--- config.mk ---
export PLATFORM = sky130hd
export DESIGN_NAME = dcc_front
export DESIGN_NICKNAME = d
export VERILOG_FILES = /design/src/sv/assert_macros.svh /design/src/sv/dcc_pkg.sv /design/src/sv/dcc_front.sv
export SDC_FILE = /design/constraint.sdc
export NUM_CORES = 1
export LEC_CHECK = 0
export BUFFER_PORTS_ARGS = -buffer_cell sky130_fd_sc_hd__buf_4
export CORE_MARGIN = 5
export CORE_UTILIZATION = 39
export CTS_BUF_LIST = sky130_fd_sc_hd__clkbuf_4
export DETAILED_ROUTE_END_ITERATION = 10
export GPL_TIMING_DRIVEN = 1
export PLACE_DENSITY_LB_ADDON = 0.2
export SLEW_MARGIN = 20
export SYNTH_ARGS = -nofsm -noshare
export SYNTH_HDL_FRONTEND = slang
export SYNTH_SLANG_ARGS = --single-unit
export TNS_END_PERCENT = 1
--- constraint.sdc ---
create_clock -name i_clk -period 4.05 [get_ports i_clk]
set_clock_uncertainty 0.1 [all_clocks]
set_input_delay 0.405 -clock i_clk [delete_from_list [all_inputs] [get_ports i_clk]]
set_output_delay 0.405 -clock i_clk [all_outputs]
set_load 0.01 [all_outputs]
--- src/sv/assert_macros.svh ---
// Assertion macros shared by the capping block.
`ifndef ASSERT_MACROS_SVH
`define ASSERT_MACROS_SVH
// Implication checked at each rising clock, off while in reset.
`define ASSERT_IMPL(label, clk, rst_n, lhs, rhs) \
    label: assert property (@(posedge clk) disable iff (!rst_n) (lhs) |-> (rhs)) \
        else $error("assertion failed");
// Next-cycle implication, off while in reset.
`define ASSERT_NEXT(label, clk, rst_n, lhs, rhs) \
    label: assert property (@(posedge clk) disable iff (!rst_n) (lhs) |=> (rhs)) \
        else $error("assertion failed");
`endif

--- src/sv/dcc_pkg.sv ---
// Types and constants of the capping block.
package dcc_pkg;
    localparam logic [1:0] CLS_DUP  = 2'd0;
    localparam logic [1:0] CLS_NEW  = 2'd1;
    localparam logic [1:0] CLS_CAP  = 2'd2;
    localparam logic [1:0] CLS_HIST = 2'd3;
    localparam logic [1:0] REG_TOP  = 2'd0;
    localparam logic [1:0] REG_SEG  = 2'd1;
    localparam logic [1:0] REG_HIST = 2'd2;
    localparam int LEN_W = 17;
    localparam int SEG_W = 27;
    localparam int TOP_W = 7;
    localparam int BYTES_W = 23;
    localparam int FILL_W = 28;
    localparam logic FUNC_END = 1'b1;

    typedef enum logic [2:0] {
        ST_IN, ST_SCAN, ST_LOOK, ST_RANK_START, ST_RANK, ST_EMIT_RD, ST_EMIT
    } t_state;

    // Queue word between the front and the core.
    typedef struct packed {
        logic              flush;
        logic [63:0]       id;
        logic [1:0]        cls;
        logic [LEN_W-1:0]  len;
    } t_cmd;
endpackage

--- src/sv/dcc_front.sv ---
// Front: classifies incoming words and queues them for the core.
module dcc_front #(
    parameter int ID_BITS = 32
) (
    input  logic              i_clk,
    input  logic              i_rst_n,
    input  logic              i_push,
    output logic              o_full,
    input  logic              i_func,
    input  logic [31:0]       i_container_id,
    input  logic              i_is_new,
    input  logic              i_in_sparse_history,
    input  logic [16:0]       i_chunk_length,
    input  logic              i_hist_mode,
    output logic              o_q_valid,
    output dcc_pkg::t_cmd     o_q_cmd,
    input  logic              i_q_take
);
    dcc_pkg::t_cmd r_q [2];
    logic [1:0] r_cnt, n_cnt;
    logic r_rd, r_wr;
    dcc_pkg::t_cmd n_cmd;
    logic [63:0] w_id;
    logic w_push;

    always_comb begin
        w_id = 64'(i_container_id);
        if (ID_BITS < 64) begin
            w_id = w_id & ((64'd1 << ID_BITS) - 64'd1);
        end
        n_cmd.flush = (i_func == dcc_pkg::FUNC_END);
        n_cmd.id = w_id;
        n_cmd.len = i_chunk_length;
        if (i_is_new) n_cmd.cls = dcc_pkg::CLS_NEW;
        else if (i_hist_mode && i_in_sparse_history) n_cmd.cls = dcc_pkg::CLS_HIST;
        else n_cmd.cls = dcc_pkg::CLS_DUP;
    end

    assign o_full = (r_cnt == 2'd2);
    assign w_push = i_push && !o_full;
    assign o_q_valid = (r_cnt != 2'd0);
    assign o_q_cmd = r_q[r_rd];

    always_comb begin
        n_cnt = r_cnt + 2'(w_push) - 2'(i_q_take && o_q_valid);
    end

    always_ff @(posedge i_clk) begin
        if (!i_rst_n) begin
            r_cnt <= 2'd0;
            r_rd <= 1'b0;
            r_wr <= 1'b0;
        end else begin
            r_cnt <= n_cnt;
            if (w_push) r_wr <= !r_wr;
            if (i_q_take && o_q_valid) r_rd <= !r_rd;
        end
        if (w_push) r_q[r_wr] <= n_cmd;
    end
endmodule

# Word level (Yosys, flattened, before mapping)
# Memories as Yosys holds them, arrays and structs flattened. A register that Yosys moved wholly into a read port is not among the register bits.
# Index checks and enable logic that the tools add are counted.
totals:
  reg_bits: 4
  in_bits: 57
  output_inout_bits: 86
  ramBits: 104
  word_cells: 20
  mem_count: 1
op_classes:
  addsub: 2
  n_eq_ne: 1
  muxes: 6
  reduce_logical: 7
mem_list:
  columns: ["name", "depth", "width", "read_ports", "rd_ports_with_merged_regs", "wr", "line", "source"]
  rows:
  - ["r_q", 2, 52, 1, 1, 1, "dcc_front.sv:19", "dcc_pkg::t_cmd r_q [2];"]
op_table:
  columns: ["operator", "count"]
  rows:
  - ["2-to-1 mux 1 bit", 4]
  - ["2-to-1 mux 2 bit", 2]
  - ["logical AND 1 bit", 3]
  - ["logical NOT 1 bit", 3]
  - ["adder 2 x 1 -> 2 bit", 1]
  - ["equality test 2 bit (second input constant)", 1]
  - ["nonzero test 2 bit", 1]
  - ["subtractor 2 x 1 -> 2 bit", 1]

# Depth between registers and ports, before layout
# Gate-level depths: netlist (run 1).
depth:
  depth_word: 5
  depth_mapped: 8
  mapped_depth_nobuf: 8

# Least setup slack after synthesis (run 1)
# OpenSTA, ideal clock, no wires.
synth_path:
  kind: "reg2reg"
  start: "register r_cnt[0]"
  end: "memory r_q[0][0] (netlist name) (enable)"
  slack_ns: 0.727
  setup_time_ns: 0.462
  arrival_ns: 2.761
  period_less_slack_ns: 3.323
  stages_incl_launch_ff: 4
  path_cell_list: "dfxtp_1 nand2b_1 nand2_1 nor2_1"
synth_between:
  elab_chain_len: 5
synth_lines:
  columns: ["element", "line", "source"]
  rows:
  - ["from (decl)", "dcc_front.sv:20", "logic [1:0] r_cnt, n_cnt;"]
  - ["from (signal assigned)", "dcc_front.sv:54", "r_cnt <= n_cnt;"]
  - ["equality test 2 bit", "dcc_front.sv:39", "assign o_full = (r_cnt == 2'd2);"]
  - ["logical NOT 1 bit", "dcc_front.sv:40", "assign w_push = i_push && !o_full;"]
  - ["logical AND 1 bit", "dcc_front.sv:40", null]
  - ["2-to-1 mux 1 bit", "dcc_front.sv:58", "if (w_push) r_q[r_wr] <= n_cmd;"]
  - ["2-to-1 mux 1 bit (not written as such)", "dcc_front.sv:58", null]
  - ["to (decl)", "dcc_front.sv:19", null]
# No other way between the ends.

==> impl_metrics.ini, run 1 <==
[routing]
detailedRoute.firstPassIterationCount = 4
antenna_violating_nets_post_route = 0
wl_per_cell_um = 15.0
route.vias.total = 2210
route.top_layer_used = met4
detail_routed_via_count_per_cell = 4.31
post-route-drc-count = 0
drt-met1-wl_um = 3250
drtIter0Drc = 66
met2WireLength_um = 3640
wl_met3_um = 710
postRouteWirelength_um = 7710

[pwr]
p_total_mw = 2.92
power_per_cell_area_mw_per_mm2 = 515
highest_ir_drop_seen_on_vdd_v = 0.000352
leakagePower_nw = 2.28

[layout]
antenna_cells = 0
multi_input_area_mm2 = 0.00105
count_of_filler_cells_inserted_in_the_layout = 987
layout-area-overhead-vs-synth_pct = 26.0
num-nets-final = 424
finish.instance_area_mm2 = 0.00567
finish.cell_count_without_fillers = 513
layout-drive-gt1-share = 0.497
layout.core_utilization = 0.499
final-seq-area_mm2 = 0.00323

[timing]
rsz0062_at_grt = no
finalHoldViolations = 0
transition_at_the_pin_with_the_smallest_max_transition_slack_ns = 1.01
layout_min_cycle_time_ns = 2.56
fraction_of_the_cycle_the_final_worst_path_needs = 0.632
finalMaxSlewViolations = 0
timing.setup.tns_ns = 0
worst_slack_ns = 1.49
worst_slew_margin_rel = 0.330
timing.final.setup_violations = 0
final.hold.worst_slack_ns = 0.0391
timing.fmax_mhz = 391

[global_routing]
grt_overflow_total = 0
first_global_vias = 2290
largest_net_degree_at_the_start_of_global_routing = 53
global_route_wire_length_before_repair_um = 11900
grt_antenna_before_repair = 0
gr-usage-all-layers = 0.109

[place]
post-place-ws_ns = 1.82
dp_hpwl_um = 5160
gp_routability_congestion = 0.652
numPlacedInstances = 472
port_buffers = 110
place_area_mm2 = 0.00531

[clock_network]
tritoncts.num_buffers = 9
clockBufferDepth = 2
clk_pin_slew_ns = 0.16
clkLatencyLatePin_ns = 0.42
cts_root_buf = sky130_fd_sc_hd__clkbuf_4
clock_tree_from_tritoncts = built
ctsHtreeMaxLevel = 3
cts_num_sinks = 109

[setup_path]
reg2reg_depth = 4
worst_setup_path_end_kind = primary output
worst-endpoint-arrival_ns = 2.05
path_class = flip-flop to primary output
ff2ff_setup_slack_ns = 1.88
worstReg2RegEnd = r_q[0][41]
regToRegStartpoint = r_cnt[0]
worst_path_fanout_max = 52
crit_path_end = o_q_cmd[83]
cp_required_ns = 3.54
timing.critical_path.from_type = flip-flop

[run]
max_cap_violations = 0

[floorplan]
initial_util = 0.396
design.core.area_mm2 = 0.0114
floorplan.die.width_um = 117
die_height_um = 117
fp.dieArea_mm2 = 0.0138
fp-row-count = 39
floorplan.io_pins = 143

[synth]
postSynthAreaPerCell_um2 = 20.2
syn_area_mm2 = 0.00450
cell_count_after_synthesis = 223
postSynthRegisterBits = 109
yosysWarnings = 0
part_of_the_yosys_area_used_for_sequential_elements = 0.716
number_of_distinct_library_cells_after_synthesis = 20

[status]
outcome = finished clean

[min_path]
hold_path_class = input port to flip-flop
## cell families after synthesis
logic type,count (synthesis),synth area share
adder cells (fa/ha/maj),2,0.00556
multiplexers,53,0.174
AND/OR/NAND/NOR,14,0.0167
XOR/XNOR,3,0.00584
other,1,0.000833
buffers and inverters,40,0.0797
AO/OA/AOI/OAI,1,0.00167
flip-flops,109,0.716
## where the power goes
part           switching, mW  total (mW)  internal, mW  leakage (nW)
Clock                  0.335       0.478         0.143        0.0653
Sequential             0.132        1.55          1.42          1.01
Combinational          0.347       0.898         0.551          1.20
Total                  0.815        2.92          2.11          2.28
## cell usage after synthesis
master,number,share of area
sky130_fd_sc_hd__mux2i_1,1,0.0022
sky130_fd_sc_hd__inv_1,2,0.0017
sky130_fd_sc_hd__nor2_1,2,0.0017
sky130_fd_sc_hd__nand2b_1,3,0.0042
sky130_fd_sc_hd__buf_4,32,0.053
sky130_fd_sc_hd__xnor2_1,3,0.0058
sky130_fd_sc_hd__nand2_1,3,0.0025
sky130_fd_sc_hd__buf_12,5,0.022
sky130_fd_sc_hd__o21a_1,1,0.0017
sky130_fd_sc_hd__buf_6,1,0.0025
sky130_fd_sc_hd__or2_2,1,0.0014
sky130_fd_sc_hd__nor2b_1,2,0.0028
sky130_fd_sc_hd__and2_1,2,0.0028
sky130_fd_sc_hd__ha_1,2,0.0056
sky130_fd_sc_hd__mux2_4,50,0.17
sky130_fd_sc_hd__mux2_2,2,0.0050
sky130_fd_sc_hd__edfxtp_1,104,0.69
sky130_fd_sc_hd__and3_1,1,0.0014
sky130_fd_sc_hd__dfxtp_1,5,0.022
sky130_fd_sc_hd__conb_1,1,0.00083
## worst max-delay path: stages, from the launching register on
cell and delay [ns]:
sky130_fd_sc_hd__dfxtp_4 1.03, sky130_fd_sc_hd__mux2_2 0.43, sky130_fd_sc_hd__buf_4 0.15
## sequential cells by signal, indices dropped and copies added (netlist names), named ones only
signal  count
r_cnt       2
r_rd        1
r_wr        1
r_q       104
## area by class of cell
type                            instances  share of cell area
Clock buffer                           11              0.0146
Multi-Input combinational cell        105               0.184
Timing Repair Buffer                  138               0.194
Inverter                                2             0.00132
Clock inverter                          5             0.00595
Tap cell                              143              0.0315
Sequential cell                       109               0.569
## routing by layer
| metal | vias up | track usage |
|---|---|---|
| met5 | - | 0 |
| met4 | 0 | 0.0366 |
| met3 | 10 | 0.0485 |
| met2 | 97 | 0.174 |
| met1 | 1055 | 0.133 |
| li1 | 1048 | - |
## repair_timing
item / CTS / global route
resized for setup: 0 / 0
hold endpoints to repair: 4 / 42
hold buffers: 2 / 23
buffers inserted: 0 / 0
## how the worst min path moves through the flow
stage,start,endpoint,cells past startpoint
final,i_chunk_length[0],r_q[0][0],1
after global routing,i_chunk_length[5],r_q[0][5],1
after CTS,i_container_id[2],r_q[1][21],1
after detailed placement,r_wr,r_wr,2
after global placement,r_wr,r_wr,2
after floorplan,r_wr,r_wr,2
## cells in the final DEF, fill, tap and decap left out, types with 2 or more instances in the layout
master,count
sky130_fd_sc_hd__buf_4,113
sky130_fd_sc_hd__edfxtp_1,104
sky130_fd_sc_hd__clkbuf_4,11
sky130_fd_sc_hd__nand2_1,3
sky130_fd_sc_hd__ha_1,2
sky130_fd_sc_hd__nand2b_1,3
sky130_fd_sc_hd__dlygate4sd3_1,25
sky130_fd_sc_hd__inv_1,2
sky130_fd_sc_hd__dfxtp_1,4
sky130_fd_sc_hd__nor2b_1,2
sky130_fd_sc_hd__xnor2_1,3
sky130_fd_sc_hd__inv_6,2
sky130_fd_sc_hd__and2_1,2
sky130_fd_sc_hd__mux2_4,50
sky130_fd_sc_hd__conb_1,32
sky130_fd_sc_hd__mux2_2,2
No activity file was read; power rests on OpenSTA's default activity.
==> inputs of run 2 (changes only) <==
--- a/config.mk
+++ b/config.mk
@@ -5,6 +5,7 @@
 export SDC_FILE = /design/constraint.sdc
 export NUM_CORES = 1
 export LEC_CHECK = 0
+export ABC_AREA = 1
 export BUFFER_PORTS_ARGS = -buffer_cell sky130_fd_sc_hd__buf_4
 export CORE_MARGIN = 5
 export CORE_UTILIZATION = 39
==> constraint.sdc (replaced) <==
create_clock -name i_clk -period 2.5 [get_ports i_clk]
set_clock_uncertainty 0.1 [all_clocks]
set_input_delay 0.25 -clock i_clk [delete_from_list [all_inputs] [get_ports i_clk]]
set_output_delay 0.25 -clock i_clk [all_outputs]
set_load 0.01 [all_outputs]
==> run 2 against run 1 <==
Net effect:
- critical path type unchanged
- register-to-register slack worse by 1.1 ns
- sequential share of layout area is 3.4 points lower
- worst setup slack worse by 1.2 ns
- non-clock buffer count is 32 higher
- worst hold slack better by 0.046 ns
- combinational power is 77% higher
- synthesized cell count is 5.8% higher
- sequential power is 57% higher
- critical path depth is 1 higher
- via count is 10% higher
- highest routed layer unchanged
==> impl_metrics.ini, run 2 <==
[clock_network]
cts_num_sinks = 109
clock_tree_from_tritoncts = built
clockBufferDepth = 2
ctsResizeCount = 0
ctsHtreeMaxLevel = 3
cts_root_buf = sky130_fd_sc_hd__clkbuf_4
clk_pin_slew_ns = 0.15
clkLatencyLatePin_ns = 0.42
tritoncts.num_buffers = 9

[layout]
num-nets-final = 469
layout_commonest_cell = sky130_fd_sc_hd__buf_4
mostFrequentLayoutCells = sky130_fd_sc_hd__buf_4 (114), sky130_fd_sc_hd__edfxtp_1 (104), sky130_fd_sc_hd__dlygate4sd3_1 (54)
count_of_filler_cells_inserted_in_the_layout = 925
layout-area-overhead-vs-synth_pct = 33.7
layout-drive-gt1-share = 0.443
largest_registers = r_q: 104 flops, r_cnt: 2 flops
layout.core_utilization = 0.531
largest_register_ff_count = 104
final-seq-area_mm2 = 0.00323
antenna_cells = 0
multi_input_area_mm2 = 0.00103
most_flops_register = r_q

[synth]
part_of_the_yosys_area_used_for_sequential_elements = 0.714
yosys_top_cell_area_share = 0.692
synth_top_flop_cell = sky130_fd_sc_hd__edfxtp_1
syn_area_mm2 = 0.00452
synth.top_cells.by_area = sky130_fd_sc_hd__edfxtp_1 (69%), sky130_fd_sc_hd__mux2_4 (17%), sky130_fd_sc_hd__buf_4 (5.3%)
synthMostInstantiatedCell = sky130_fd_sc_hd__edfxtp_1
yosysWarnings = 0
post_synth_most_frequent_cells = sky130_fd_sc_hd__edfxtp_1 (104), sky130_fd_sc_hd__mux2_4 (50), sky130_fd_sc_hd__buf_4 (32), sky130_fd_sc_hd__inv_1 (10), sky130_fd_sc_hd__nand2_1 (9)
postSynthRegisterBits = 109
postSynthAreaPerCell_um2 = 19.1
async_reset_ff_frac = 0
synthDominantAreaCellType = sky130_fd_sc_hd__edfxtp_1
number_of_enable_type_register_cells_in_the_synthesized_netlist = 104
cell_count_after_synthesis = 236
number_of_distinct_library_cells_after_synthesis = 16

[pwr]
leakagePower_nw = 2.46
netSwitchingPower_mw = 1.35
cell_internal_pwr_mw = 3.52
highest_ir_drop_seen_on_vdd_v = 0.000516
clock_power_share = 0.172
combinationalPowerShare = 0.327
switching_share = 0.278
power.share.sequential = 0.501
power_per_cell_area_mw_per_mm2 = 806

[global_routing]
grtUsageMet3 = 0.0389
first_global_vias = 2762
global_route.usage.met2 = 0.204
global_route_wire_length_before_repair_um = 13200
grt_antenna_before_repair = 0
largest_net_degree_at_the_start_of_global_routing = 53
met1_demand_to_capacity_share_in_global_routing = 0.139
busiest_layer = met2
gr-usage-all-layers = 0.119
grt_overflow_total = 0

[routing]
drtIter0Drc = 85
antenna_violating_nets_post_route = 0
wl_per_cell_um = 14.7
detailedRoute.firstPassIterationCount = 4
post-route-drc-count = 0
detail_routed_via_count_per_cell = 4.36
route.vias.total = 2434
postRouteWirelength_um = 8200

[timing]
rsz0062_at_grt = no
timing.final.setup_violations = 0
timing.fmax_mhz = 454
timing.setup.tns_ns = 0
finalMaxSlewViolations = 0
worst_slew_margin_rel = 0.649
finalHoldViolations = 0
fraction_of_the_cycle_the_final_worst_path_needs = 0.880
layout_min_cycle_time_ns = 2.20
transition_at_the_pin_with_the_smallest_max_transition_slack_ns = 0.527

[floorplan]
fp-row-count = 39
design.core.area_mm2 = 0.0114
floorplan.io_pins = 143
floorplan.die.width_um = 118
initial_util = 0.397
die_height_um = 118
fp.dieArea_mm2 = 0.0138

[setup_path]
max_stage_delay_ns = 0.67
critical_path.top_delay_family = flip-flops
crit_slowest_cell = sky130_fd_sc_hd__dfxtp_4
cp_required_ns = 2.15
worst_path_fanout_max = 24
path_class = flip-flop to primary output
number_of_buffer_and_inverter_instances_along_the_worst_setup_path = 2
critical_path.cell_chain = buf_4, mux2_4, buf_4
worst-endpoint-arrival_ns = 1.85
worst_setup_path_end_kind = primary output
timing.critical_path.from_type = flip-flop
worst_path_most_repeated_cell = sky130_fd_sc_hd__buf_4

[min_path]
hold_path_class = input port to flip-flop

[status]
outcome = finished clean

[place]
port_buffers = 110
gp_routability_congestion = 0.741
dp_hpwl_um = 5330

[run]
max_cap_violations = 0
-- run 2: kinds of logic (layout without fill, tap and decap cells) --
logic type | after synthesis | count (layout) | synth area share
buffers and inverters | 48 | 196 | 0.0862
adder cells (fa/ha/maj) | 2 | 2 | 0.00554
multiplexers | 52 | 52 | 0.171
flip-flops | 109 | 109 | 0.714
AND/OR/NAND/NOR | 21 | 21 | 0.0186
AO/OA/AOI/OAI | 3 | 3 | 0.00388
other | 1 | 32 | 0.000830
-- run 2: cell type report --
cell class | count | area share
Sequential cell | 109 | 0.534
Timing Repair Buffer | 170 | 0.238
Multi-Input combinational cell | 110 | 0.170
Tap cell | 143 | 0.0296
Clock buffer | 9 | 0.0112
Clock inverter | 7 | 0.0108
Inverter | 10 | 0.00622
-- run 2: worst paths after layout --
| kind | startpoint | endpoint | slack [ns] | cells after the start |
|---|---|---|---|---|
| max | flip-flop | o_q_cmd[38] | 0.30 | 3 |
| min | i_hist_mode | r_q[0][18] | 0.09 | 3 |
| max reg2reg | r_cnt[0] | r_cnt[1] | 0.79 | 10 |
| min reg2reg | r_rd | flip-flop | 0.43 | 2 |
-- run 2: power groups by stage --
stage | sequential [mW] | combinational, mW | clock, mW
final | 2.44 | 1.59 | 0.838
after CTS | 2.45 | 1.62 | 0.885
after detailed placement | 2.49 | 1.55 | 0
after floorplan | 2.41 | 1.07 | 0
after global placement | 2.48 | 1.53 | 0
after global routing | 2.48 | 1.73 | 0.945
-- run 2: layer usage --
| layer | part of all wire | wire [um] | vias to the layer above |
|---|---|---|---|
| li1 | - | - | 1147 |
| met2 | 0.49 | 4020 | 99 |
| met4 | 0.013 | 104 | 0 |
| met1 | 0.42 | 3470 | 1179 |
| met3 | 0.073 | 600 | 9 |
| met5 | 0 | 0 | - |
-- run 2: worst reg2reg max path: stages, from the launching register on --
cell                      delay [ns]
sky130_fd_sc_hd__dfxtp_1        0.38
sky130_fd_sc_hd__inv_1          0.06
sky130_fd_sc_hd__nand2_1        0.12
sky130_fd_sc_hd__nand2_1        0.13
sky130_fd_sc_hd__ha_1           0.30
sky130_fd_sc_hd__inv_1          0.04
sky130_fd_sc_hd__ha_1           0.18
sky130_fd_sc_hd__inv_1          0.05
sky130_fd_sc_hd__nand2_1        0.06
sky130_fd_sc_hd__a21oi_1        0.14
sky130_fd_sc_hd__nor2_1         0.06
-- run 2: what timing repair did --
| item | 4_1_cts | 5_1_grt |
|---|---|---|
| hold endpoints to repair | 109 | 0 |
| hold buffers | 54 | 0 |
| buffers inserted | 0 | 0 |
-- run 2: per-stage QoR --
stage | worst slack [ns] | total power, mW | hold WS (ns) | std cells | instance area, um^2
2_1_floorplan | 0.0639 | 3.49 | 0.243 | 267 | 4630
4_1_cts | 0.213 | 4.96 | 0.0401 | 558 | 6040
3_5_place_dp | 0.733 | 4.04 | 0.338 | 488 | 5370
3_3_place_gp | 0.756 | 4.01 | 0.335 | 488 | 5370
6_report | 0.299 | 4.87 | 0.0855 | 558 | 6040
5_1_grt | 0.161 | 5.15 | 0.0408 | 558 | 6040
==> inputs of run 3 (changes only) <==
--- a/config.mk
+++ b/config.mk
@@ -6,7 +6,8 @@
 export NUM_CORES = 1
 export LEC_CHECK = 0
 export ABC_AREA = 1
-export BUFFER_PORTS_ARGS = -buffer_cell sky130_fd_sc_hd__buf_4
+export BUFFER_PORTS_ARGS = -buffer_cell sky130_fd_sc_hd__buf_2
+export CAP_MARGIN = 20
 export CORE_MARGIN = 5
 export CORE_UTILIZATION = 39
 export CTS_BUF_LIST = sky130_fd_sc_hd__clkbuf_4
==> run 3 against run 2 <==
Net effect:
- global-route usage is 0.32 points lower
- count of clock-buffer cells in the layout stayed put
- total power is 5.2% lower
- critical path depth stayed put
- sequential share of layout area is 2.7 points higher
- core utilization is 2.5 points lower
- clock power is 9.5% lower
- combinational power is 10% lower
- non-clock buffer count is 1 lower
- cell area is 4.7% lower
- worst hold slack worse by 0.0092 ns
- sequential power hardly changed
==> impl_metrics.ini, run 3 (synthesis results as in run 2) <==
[clock_network]
cts_root_buf = sky130_fd_sc_hd__clkbuf_4
clock_tree_from_tritoncts = built
clkLatencyLatePin_ns = 0.43
postCtsSetupBuffers = 0
ctsResizeCount = 0
clockBufferDepth = 2
ctsHtreeMaxLevel = 3
tritoncts.num_buffers = 9
cts_num_sinks = 109
clk_pin_slew_ns = 0.15

[pwr]
p_total_mw = 4.62
clock_power_share = 0.164
highest_ir_drop_seen_on_vdd_v = 0.000432
leakagePower_nw = 2.36
netSwitchingPower_mw = 1.35
power.share.sequential = 0.527
power_per_cell_area_mw_per_mm2 = 802
cell_internal_pwr_mw = 3.27
switching_share = 0.292
combinationalPowerShare = 0.309

[routing]
wl_per_cell_um = 14.4
drtIter0Drc = 58
post-route-drc-count = 0
detail_routed_via_count_per_cell = 4.28
route.vias.total = 2385
antenna_violating_nets_post_route = 0
detailedRoute.firstPassIterationCount = 4
postRouteWirelength_um = 8020

[layout]
layout_commonest_cell = sky130_fd_sc_hd__buf_2
finish.cell_count_without_fillers = 557
layout-drive-gt1-share = 0.447
num-nets-final = 468
mostFrequentLayoutCells = sky130_fd_sc_hd__buf_2 (110), sky130_fd_sc_hd__edfxtp_1 (104), sky130_fd_sc_hd__dlygate4sd3_1 (54)
finish.instance_area_mm2 = 0.00575
most_flops_register = r_q
largest_register_ff_count = 104
antenna_cells = 0
largest_registers = r_q: 104 flops, r_cnt: 2 flops
layout-area-overhead-vs-synth_pct = 27.4

[floorplan]
design.core.area_mm2 = 0.0114
floorplan.io_pins = 143
floorplan.die.width_um = 118
initial_util = 0.397
die_height_um = 118
fp.dieArea_mm2 = 0.0138
fp-row-count = 39

[place]
gp_routability_congestion = 0.742
port_buffers = 110
place_area_mm2 = 0.00510
dp_hpwl_um = 5240
post-place-ws_ns = 0.760
numPlacedInstances = 487

[global_routing]
grt_antenna_before_repair = 0
gr-usage-all-layers = 0.116
largest_net_degree_at_the_start_of_global_routing = 53
first_global_vias = 2510
global_route_wire_length_before_repair_um = 12800
grt_overflow_total = 0

[setup_path]
worst_path_fanout_max = 20
worst_setup_path_end_kind = primary output
cp_required_ns = 2.15
path_class = flip-flop to primary output
worst-endpoint-arrival_ns = 1.81
timing.critical_path.from_type = flip-flop

[min_path]
hold_path_class = input port to flip-flop

[timing]
finalMaxSlewViolations = 0
fraction_of_the_cycle_the_final_worst_path_needs = 0.865
rsz0062_at_grt = no
timing.fmax_mhz = 463
timing.setup.tns_ns = 0
layout_min_cycle_time_ns = 2.16
timing.final.setup_violations = 0
worst_slack_ns = 0.338
finalHoldViolations = 0

[run]
max_cap_violations = 0

[status]
outcome = finished clean
run 3: cell types whose count changed in the layout (fill, tap and decap cells not counted):
cell	previous run	this run
sky130_fd_sc_hd__clkinv_1	3	1
sky130_fd_sc_hd__buf_2	0	110
sky130_fd_sc_hd__buf_4	114	2
sky130_fd_sc_hd__buf_12	2	3
sky130_fd_sc_hd__inv_6	1	2
sky130_fd_sc_hd__clkinvlp_4	2	3
sky130_fd_sc_hd__clkinv_2	0	1
sky130_fd_sc_hd__bufinv_16	1	0
run 3: what timing repair did:
item / in CTS / in global routing
endpoints found under the hold margin: 109 / 0
hold buffers: 54 / 0
setup endpoints to repair: 0 / 0
run 3: stage by stage:
stage                      util  hold slack, ns
after floorplan               -           0.243
after global placement    0.448           0.339
after detailed placement  0.448           0.341
after CTS                 0.506          0.0319
after global routing      0.506          0.0579
final                     0.506          0.0763
run 3: area by class of cell:
| cell class | instances | area [um^2] |
|---|---|---|
| Timing Repair Buffer | 169 | 1170 |
| Multi-Input combinational cell | 110 | 1030 |
| Sequential cell | 109 | 3230 |
| Clock buffer | 9 | 67.6 |
| Tap cell | 143 | 179 |
| Clock inverter | 7 | 48.8 |
| Inverter | 10 | 37.5 |
| Fill cell | 973 | 5620 |
run 3: per-layer routing:
metal,vias up,routed length [um],track usage
met5,-,0,0
met3,10,568,0.0332
li1,1149,-,-
met4,0,138,0.0516
met2,101,3810,0.187
met1,1125,3510,0.146
run 3: worst max-delay path, cell delays in order, from the launching register on:
cell                      delay, ns
sky130_fd_sc_hd__dfxtp_4       0.63
sky130_fd_sc_hd__buf_4         0.29
sky130_fd_sc_hd__mux2_4        0.32
sky130_fd_sc_hd__buf_2         0.14
run 3: path summary, 6_finish.rpt:
check / from / slack, ns / cells past startpoint / end
max: flip-flop / 0.34 / 3 / o_q_cmd[36]
min: i_hist_mode / 0.08 / 3 / r_q[0][18]
max reg2reg: r_cnt[0] / 0.79 / 5 / r_q[1][44]
min reg2reg: r_rd / 0.43 / 2 / flip-flop
run 3: power by group through the flow:
stage | Sequential, mW | Combinational, mW | Clock, mW
floorplan | 2.41 | 1.07 | 0
CTS | 2.44 | 1.45 | 0.805
global placement | 2.47 | 1.38 | 0
finish | 2.43 | 1.43 | 0.758
global route | 2.46 | 1.55 | 0.872
detailed placement | 2.48 | 1.38 | 0
